==> src/rtl/core/dap_pkg.sv <==
// Shared constants and types of the ADPCM decoder core.
`default_nettype none
package dap_pkg;

  localparam int SamplesInFrameDef = 14;

  localparam int ByteW      = 8;
  localparam int SampleW    = 16;
  localparam int CoefW      = 16;
  localparam int CountW     = 32;
  localparam int PosW       = 3;
  localparam int NumPairs   = 8;
  localparam int PairIdxW   = 3;
  localparam int CfgIdxW    = 3;
  localparam int CfgDataW   = 64;
  localparam int OutDataW   = 40;
  localparam int AccW       = 35;
  localparam int FracShift  = 11;

  typedef enum logic [CfgIdxW-1:0] {
    CFG_COEFS_0   = 3'd0,
    CFG_COEFS_1   = 3'd1,
    CFG_COEFS_2   = 3'd2,
    CFG_COEFS_3   = 3'd3,
    CFG_START_H1  = 3'd4,
    CFG_START_H2  = 3'd5,
    CFG_COUNT     = 3'd6
  } cfg_idx_e;

  typedef logic signed [SampleW-1:0] sample_t;

endpackage
`default_nettype wire

==> src/rtl/core/dsp_adpcm_decoder_core.sv <==
// 4-bit DSP ADPCM decoder core: one stream byte in, up to two PCM samples out.
//
// Input words arrive on s_axis: tdata holds the stream byte, tuser marks the first byte
// of a stream (reload history and sample count, byte is a frame header). Each frame is
// one header byte (predictor in the high nibble, scale in the low nibble) and then data
// bytes, each giving two samples, high nibble first.
// Output words leave on m_axis: tdata holds sample, previous sample and frame header;
// tlast marks the final sample of the configured count.
// Registers are written over the cfg channel (always ready); the user must write them
// only while the core is idle, which the core does not enforce. Each accepted byte waits
// in the input register until done, and the next byte can enter as it finishes; its
// samples are registered in the output register by the single prediction unit (two
// 16x16 multipliers and one accumulate), one sample per cycle while m_axis is not stalled.
// Reset clears all registers, history and count; bytes are dropped until a word with
// tuser set loads a nonzero count.
// When m_axis stalls, the output register holds its word and s_axis_tready drops once
// the byte in the input register needs the output.
`default_nettype none
module dsp_adpcm_decoder_core import dap_pkg::*; #(
  parameter int SAMPLES_IN_FRAME = SamplesInFrameDef
) (
  input  wire logic                clk_i,
  input  wire logic                rst_ni,
  input  wire logic                cfg_valid_i,
  output      logic                cfg_ready_o,
  input  wire logic [CfgIdxW-1:0]  cfg_index_i,
  input  wire logic [CfgDataW-1:0] cfg_data_i,
  input  wire logic                s_axis_tvalid,
  output      logic                s_axis_tready,
  input  wire logic [ByteW-1:0]    s_axis_tdata,   // [7:0] data_byte
  input  wire logic                s_axis_tuser,   // [0] first
  output      logic                m_axis_tvalid,
  input  wire logic                m_axis_tready,
  output      logic [OutDataW-1:0] m_axis_tdata,   // [15:0] sample, [31:16] previous_sample,
                                                   // [39:32] header
  output      logic                m_axis_tlast    // last
);

  localparam logic [3:0] FrameLen = 4'(SAMPLES_IN_FRAME);

  logic [2*CoefW-1:0]  coef_pair_q [NumPairs];
  sample_t             start_h1_q, start_h2_q;
  logic [CountW-1:0]   count_q;

  logic                in_valid_q;
  logic [ByteW-1:0]    in_byte_q;
  logic                in_first_q;
  logic                phase_q;

  sample_t             hist1_q, hist2_q;
  logic [ByteW-1:0]    header_q;
  logic [PosW-1:0]     pos_q;
  logic [CountW-1:0]   left_q;

  logic                out_valid_q;
  sample_t             out_sample_q, out_prev_q;
  logic [ByteW-1:0]    out_header_q;
  logic                out_last_q;

  logic                use_first;
  sample_t             h1_e, h2_e;
  logic [CountW-1:0]   left_e, left_dec;
  logic [PosW-1:0]     pos_e, pos_next;
  logic                drop, is_header, emit, need_second, last_phase;
  logic                out_free, step_go, in_done;
  logic [3:0]          nib;
  logic signed [3:0]   nib_s;
  logic [2*CoefW-1:0]  pair;
  logic signed [CoefW-1:0] coef_a, coef_b;
  logic signed [2*CoefW-1:0] prod_a, prod_b;
  logic signed [AccW-1:0] acc;
  logic signed [AccW-FracShift-1:0] acc_sh;
  sample_t             sample_c;

  assign cfg_ready_o = 1'b1;

  assign use_first = in_first_q & ~phase_q;
  assign h1_e      = use_first ? start_h1_q : hist1_q;
  assign h2_e      = use_first ? start_h2_q : hist2_q;
  assign left_e    = use_first ? count_q : left_q;
  assign pos_e     = use_first ? '0 : pos_q;
  assign left_dec  = left_e - CountW'(1);

  assign drop      = (left_e == '0);
  assign is_header = (pos_e == '0);
  assign emit      = in_valid_q & ~drop & ~is_header;

  assign need_second = (left_dec != '0) && ({pos_e - PosW'(1), 1'b1} < FrameLen);
  assign last_phase  = phase_q | ~need_second;
  assign pos_next    = ({pos_e, 1'b0} >= FrameLen) ? '0 : pos_e + PosW'(1);

  assign out_free      = ~out_valid_q | m_axis_tready;
  assign step_go       = in_valid_q & (~emit | out_free);
  assign in_done       = step_go & (~emit | last_phase);
  assign s_axis_tready = ~in_valid_q | in_done;

  assign nib    = phase_q ? in_byte_q[3:0] : in_byte_q[7:4];
  assign nib_s  = signed'(nib);
  assign pair   = coef_pair_q[header_q[6:4]];
  assign coef_a = signed'(pair[CoefW-1:0]);
  assign coef_b = signed'(pair[2*CoefW-1:CoefW]);
  assign prod_a = coef_a * h1_e;
  assign prod_b = coef_b * h2_e;

  always_comb begin
    acc = (AccW'(nib_s) <<< (6'(header_q[3:0]) + 6'(FracShift)))
        + AccW'(1024) + AccW'(prod_a) + AccW'(prod_b);
    acc_sh = (AccW-FracShift)'(acc >>> FracShift);
    if (acc_sh > (AccW-FracShift)'(32767)) begin
      sample_c = 16'sh7FFF;
    end else if (acc_sh < -(AccW-FracShift)'(32768)) begin
      sample_c = -16'sh8000;
    end else begin
      sample_c = SampleW'(acc_sh);
    end
  end

  always_ff @(posedge clk_i or negedge rst_ni) begin
    if (!rst_ni) begin
      for (int i = 0; i < NumPairs; i++) begin
        coef_pair_q[i] <= '0;
      end
      start_h1_q   <= '0;
      start_h2_q   <= '0;
      count_q      <= '0;
      in_valid_q   <= 1'b0;
      in_byte_q    <= '0;
      in_first_q   <= 1'b0;
      phase_q      <= 1'b0;
      hist1_q      <= '0;
      hist2_q      <= '0;
      header_q     <= '0;
      pos_q        <= '0;
      left_q       <= '0;
      out_valid_q  <= 1'b0;
      out_sample_q <= '0;
      out_prev_q   <= '0;
      out_header_q <= '0;
      out_last_q   <= 1'b0;
    end else begin
      if (cfg_valid_i && cfg_ready_o) begin
        case (cfg_index_i)
          CFG_COEFS_0, CFG_COEFS_1, CFG_COEFS_2, CFG_COEFS_3: begin
            coef_pair_q[{cfg_index_i[1:0], 1'b0}] <= cfg_data_i[2*CoefW-1:0];
            coef_pair_q[{cfg_index_i[1:0], 1'b1}] <= cfg_data_i[CfgDataW-1:2*CoefW];
          end
          CFG_START_H1: start_h1_q <= signed'(cfg_data_i[SampleW-1:0]);
          CFG_START_H2: start_h2_q <= signed'(cfg_data_i[SampleW-1:0]);
          CFG_COUNT:    count_q    <= cfg_data_i[CountW-1:0];
          default: ;
        endcase
      end

      if (step_go) begin
        if (drop) begin
          hist1_q <= h1_e;
          hist2_q <= h2_e;
          left_q  <= left_e;
          pos_q   <= pos_e;
          phase_q <= 1'b0;
        end else if (is_header) begin
          hist1_q  <= h1_e;
          hist2_q  <= h2_e;
          left_q   <= left_e;
          header_q <= in_byte_q;
          pos_q    <= PosW'(1);
          phase_q  <= 1'b0;
        end else begin
          hist2_q <= h1_e;
          hist1_q <= sample_c;
          left_q  <= left_dec;
          if (last_phase) begin
            pos_q   <= pos_next;
            phase_q <= 1'b0;
          end else begin
            pos_q   <= pos_e;
            phase_q <= 1'b1;
          end
        end
      end

      if (s_axis_tready) begin
        in_valid_q <= s_axis_tvalid;
        if (s_axis_tvalid) begin
          in_byte_q  <= s_axis_tdata;
          in_first_q <= s_axis_tuser;
        end
      end

      if (out_free) begin
        out_valid_q <= emit;
        if (emit) begin
          out_sample_q <= sample_c;
          out_prev_q   <= h1_e;
          out_header_q <= header_q;
          out_last_q   <= (left_dec == '0);
        end
      end
    end
  end

  assign m_axis_tvalid = out_valid_q;
  assign m_axis_tdata  = {out_header_q, out_prev_q, out_sample_q};
  assign m_axis_tlast  = out_last_q;

endmodule
`default_nettype wire

==> config.mk <==
export PLATFORM = sky130hd
export DESIGN_NAME = dsp_adpcm_decoder_core
export DESIGN_NICKNAME = d
export VERILOG_FILES = /design/src/rtl/core/dap_pkg.sv /design/src/rtl/core/dsp_adpcm_decoder_core.sv
export SDC_FILE = /design/constraint.sdc
export NUM_CORES = 2
export LEC_CHECK = 0
export ABC_CLOCK_PERIOD_IN_PS = 13500
export BUFFER_PORTS_ARGS = -buffer_cell sky130_fd_sc_hd__buf_2
export CAP_MARGIN = 20
export CORE_UTILIZATION = 45
export CTS_CLUSTER_DIAMETER = 150
export CTS_CLUSTER_SIZE = 20
export DETAILED_ROUTE_END_ITERATION = 8
export PLACE_DENSITY = 0.61
export SLEW_MARGIN = 25
export SYNTH_ARGS = -nofsm -noshare
export SYNTH_HDL_FRONTEND = slang
export SYNTH_SLANG_ARGS = --single-unit
==> constraint.sdc <==
create_clock -name clk_i -period 13.5 [get_ports clk_i]
set_clock_uncertainty 0.05 [all_clocks]
set_input_delay 4.05 -clock clk_i [delete_from_list [all_inputs] [get_ports clk_i]]
set_output_delay 4.05 -clock clk_i [all_outputs]
set_load 0.02 [all_outputs]
==> summary.md <==
| Metric | Value |
|---|---|
| DRT Wirelength | `133 mm` |
| CTS Root Cell | `clkbuf_16` |
| DIE WIDTH | `between 300 and 400 µm` |
| Worst-skew pair later-pin latency | `a little over 0.6 ns` |
| Arrival @ worst endpoint | `roughly 11 ns` |
| Failing checks | `DRC` |
| Initial antenna violation count | `13` |
| FMAX | `a little over 90 MHz` |
| Number of fill cells | `approximately 9000` |
| Final setup fails | `0` |
| Gpl congestion | `~1` |
| EDFF count, synth | `0` |
| PostCTS Resize Cnt | `0` |
| DRT Pass-1 Iters | `8` |
| Crit path to | `hist1_q[11]` |
| Ys flop type | `dfrtp_1` |
| Cts hold-fix bufs | `0` |
| Worst hold margin | `around 0.43 ns` |
| Top-area cell type share of the netlist area | `0.301` |
| Final Cycle Share | `0.816` |
| Most frequent cells in the layout | `inv_1 (763), fa_1 (661), nand2_1 (491), dfrtp_1 (445), nor2_1 (370)` |
| R2R setup slack | `2.48 ns` |
| Final net count | `5199` |
| Overflow after GRT | `0` |
| Die height | `~310 µm` |
| Area Growth Syn to Fin | `6.84%` |
| CTS H-tree depth | `1` |
| Post-Syn Area | `around 44000 µm²` |
| R2R depth | `30` |
| Post-Syn Instances | `between 4000 and 5000` |
| Routed len/inst | `23.8 µm` |
| Critical path's largest stage delay | `between 0.9 and 1 ns` |
| Outcome | `complete, but fails checks` |
| Synthesized area per cell | `10.4 µm²` |
| Cell accounting for the most synthesized area | `fa_1` |
| Ranking of synthesized cells by area | `fa_1 (30%), dfrtp_1 (25%), mux2_2 (9.2%)` |
| HPWL Detailed | `107 mm` |
| Worst path most repeated cell | `fa_1` |
| FF-to-FF Start | `header_q[4]` |
| Setup_tns | `0 ns` |
| Reg-to-Reg End | `hist1_q[11]` |
| Initial core utilization | `0.455` |
| Synth Warn # | `0` |
| Type of destination of the critical path | `flip-flop` |
| DRC | `16` |
| Final Hold Vio Count | `0` |
| Fraction of registers with async set/reset | `1.00` |
| Register Area | `11200 µm²` |
| Fin. max-slew vios | `0` |
| Num CTS Buffers | `26` |
| Setup CP Type | `flip-flop to flip-flop` |
| Combined area of the multi-input logic cells | `around 29000 µm²` |
| Max_cap viols | `0` |
| DIE AREA | `slightly below 100000 µm²` |
| Routed Antenna Nets | `0` |
| Clk buf depth | `3` |
| Commonest non-fill, non-tap cell in the layout | `inv_1` |
| Row Count | `between 100 and 150` |
| Crit path launch | `header_q[4]` |
| Post-CTS Setup Bufs | `0` |
| Post-DP Area | `approximately 46000 µm²` |
| CTS sink cnt | `roughly 450` |
| Worst Tran Pin Value | `~1.1 ns` |
| Vias in the first global route | `roughly 33000` |
| Crit path required time | `13.89 ns` |
| Register area share after synthesis | `0.255` |
| PortBufs | `123` |
| Tot GR Track Use | `0.278` |
| RSZ-0062 raised after global routing | `false` |
| Crit start category | `flip-flop` |
| CTS tree | `yes` |
| Number of synthesized register bits | `approximately 450` |
| Final instance area | `approximately 47000 µm²` |
| Clock transition at the registers of the reported paths | `around 0.09 ns` |
| CP Max Fanout | `37` |
| Ports | `between 100 and 150` |
| Slowest cell on crit path | `dfrtp_4` |
| Tmin final | `11.02 ns` |
| Proportion of layout cells with a drive suffix above 1 | `0.168` |
| Global-route wire length before repair | `slightly above 200 mm` |
| Final core utilization | `0.486` |
| Worst hold path class | `flip-flop to flip-flop` |
| DR iter-0 viols | `2508` |
| Via Count | `31258` |
| Largest net degree at the start of global routing | `93` |
| Core box area | `around 97000 µm²` |
| Via density | `about 5.6` |
| Relative slew slack | `0.219` |
| Post-synth cell types | `89` |
==> cells in the mapped netlist, types with 19 or more instances <==
cell      number
nor3_1        38
ha_1         145
mux2i_1       92
a21oi_1      149
xnor2_1       34
nor2_1       372
mux2_2       360
nand2_1      493
dfrtp_1      448
fa_1         661
inv_1        763
xor2_1        21
nand3_1       34
mux4_2        63
clkbuf_1     141
o21ai_0      113
or3_1         19
o21a_1        24
nand2b_1      20
==> state kept, by name, indices dropped and copies added, names as in the netlist, 3 cells and up <==
name,flops
coef_pair_q,256
count_q,32
left_q,32
hist1_q,16
hist2_q,16
out_prev_q,16
out_sample_q,16
start_h1_q,16
start_h2_q,16
header_q,8
in_byte_q,8
out_header_q,8
pos_q,3
==> final cells by class <==
| cell class | instances | share of cell area |
|---|---|---|
| Inverter | 765 | 0.0610 |
| Clock inverter | 3 | 0.00146 |
| Tap cell | 1276 | 0.0339 |
| Multi-Input combinational cell | 2866 | 0.624 |
| Timing Repair Buffer | 205 | 0.0266 |
| Clock buffer | 28 | 0.0140 |
| Antenna cell | 1 | 0.0000532 |
| Sequential cell | 448 | 0.238 |
==> cells by family after synthesis <==
group                    count (synthesis)  synth area share
AND/OR/NAND/NOR                       1069             0.104
flip-flops                             448             0.255
AO/OA/AOI/OAI                          398            0.0558
adder cells (fa/ha/maj)                806             0.342
buffers and inverters                  936            0.0811
multiplexers                           533             0.152
XOR/XNOR                                55            0.0109
other                                    2          0.000171
==> critical path: cells and delay by family, from the launching register on <==
family	cells	cell delay [ns]
AO/OA/AOI/OAI	5	1.01
adder cells (fa/ha/maj)	9	4.58
AND/OR/NAND/NOR	6	1.73
flip-flops	1	0.92
multiplexers	2	1.38
buffers and inverters	8	1.14
==> per-layer routing <==
layer | global-route usage | vias up | share of wire
met5 | 0 | - | 0.00025
met4 | 0.0751 | 6 | 0.033
met3 | 0.0419 | 224 | 0.072
met2 | 0.441 | 1124 | 0.46
met1 | 0.397 | 16330 | 0.44
li1 | - | 13574 | -
==> how the worst min path moves through the flow <==
stage                     slack (ns)             from  cells past startpoint         endpoint
final                           0.43      header_q[7]                      2  out_header_q[7]
after global routing            0.44  out_header_q[3]                      2  out_header_q[3]
after CTS                       0.44      header_q[7]                      2  out_header_q[7]
after detailed placement        0.41  out_header_q[3]                      2  out_header_q[3]
after global placement          0.41    out_prev_q[2]                      2    out_prev_q[2]
after floorplan                 0.38      header_q[7]                      2  out_header_q[7]
==> stage by stage <==
step / worst slack, ns / cells
floorplan: 3.07 / 4250
global placement: 2.32 / 5559
detailed placement: 2.58 / 5559
CTS: 2.59 / 5590
global route: 1.92 / 5592
finish: 2.48 / 5592
Power is not shown: default switching activity piles up to over one toggle a cycle in this logic, so the estimate is an artifact.
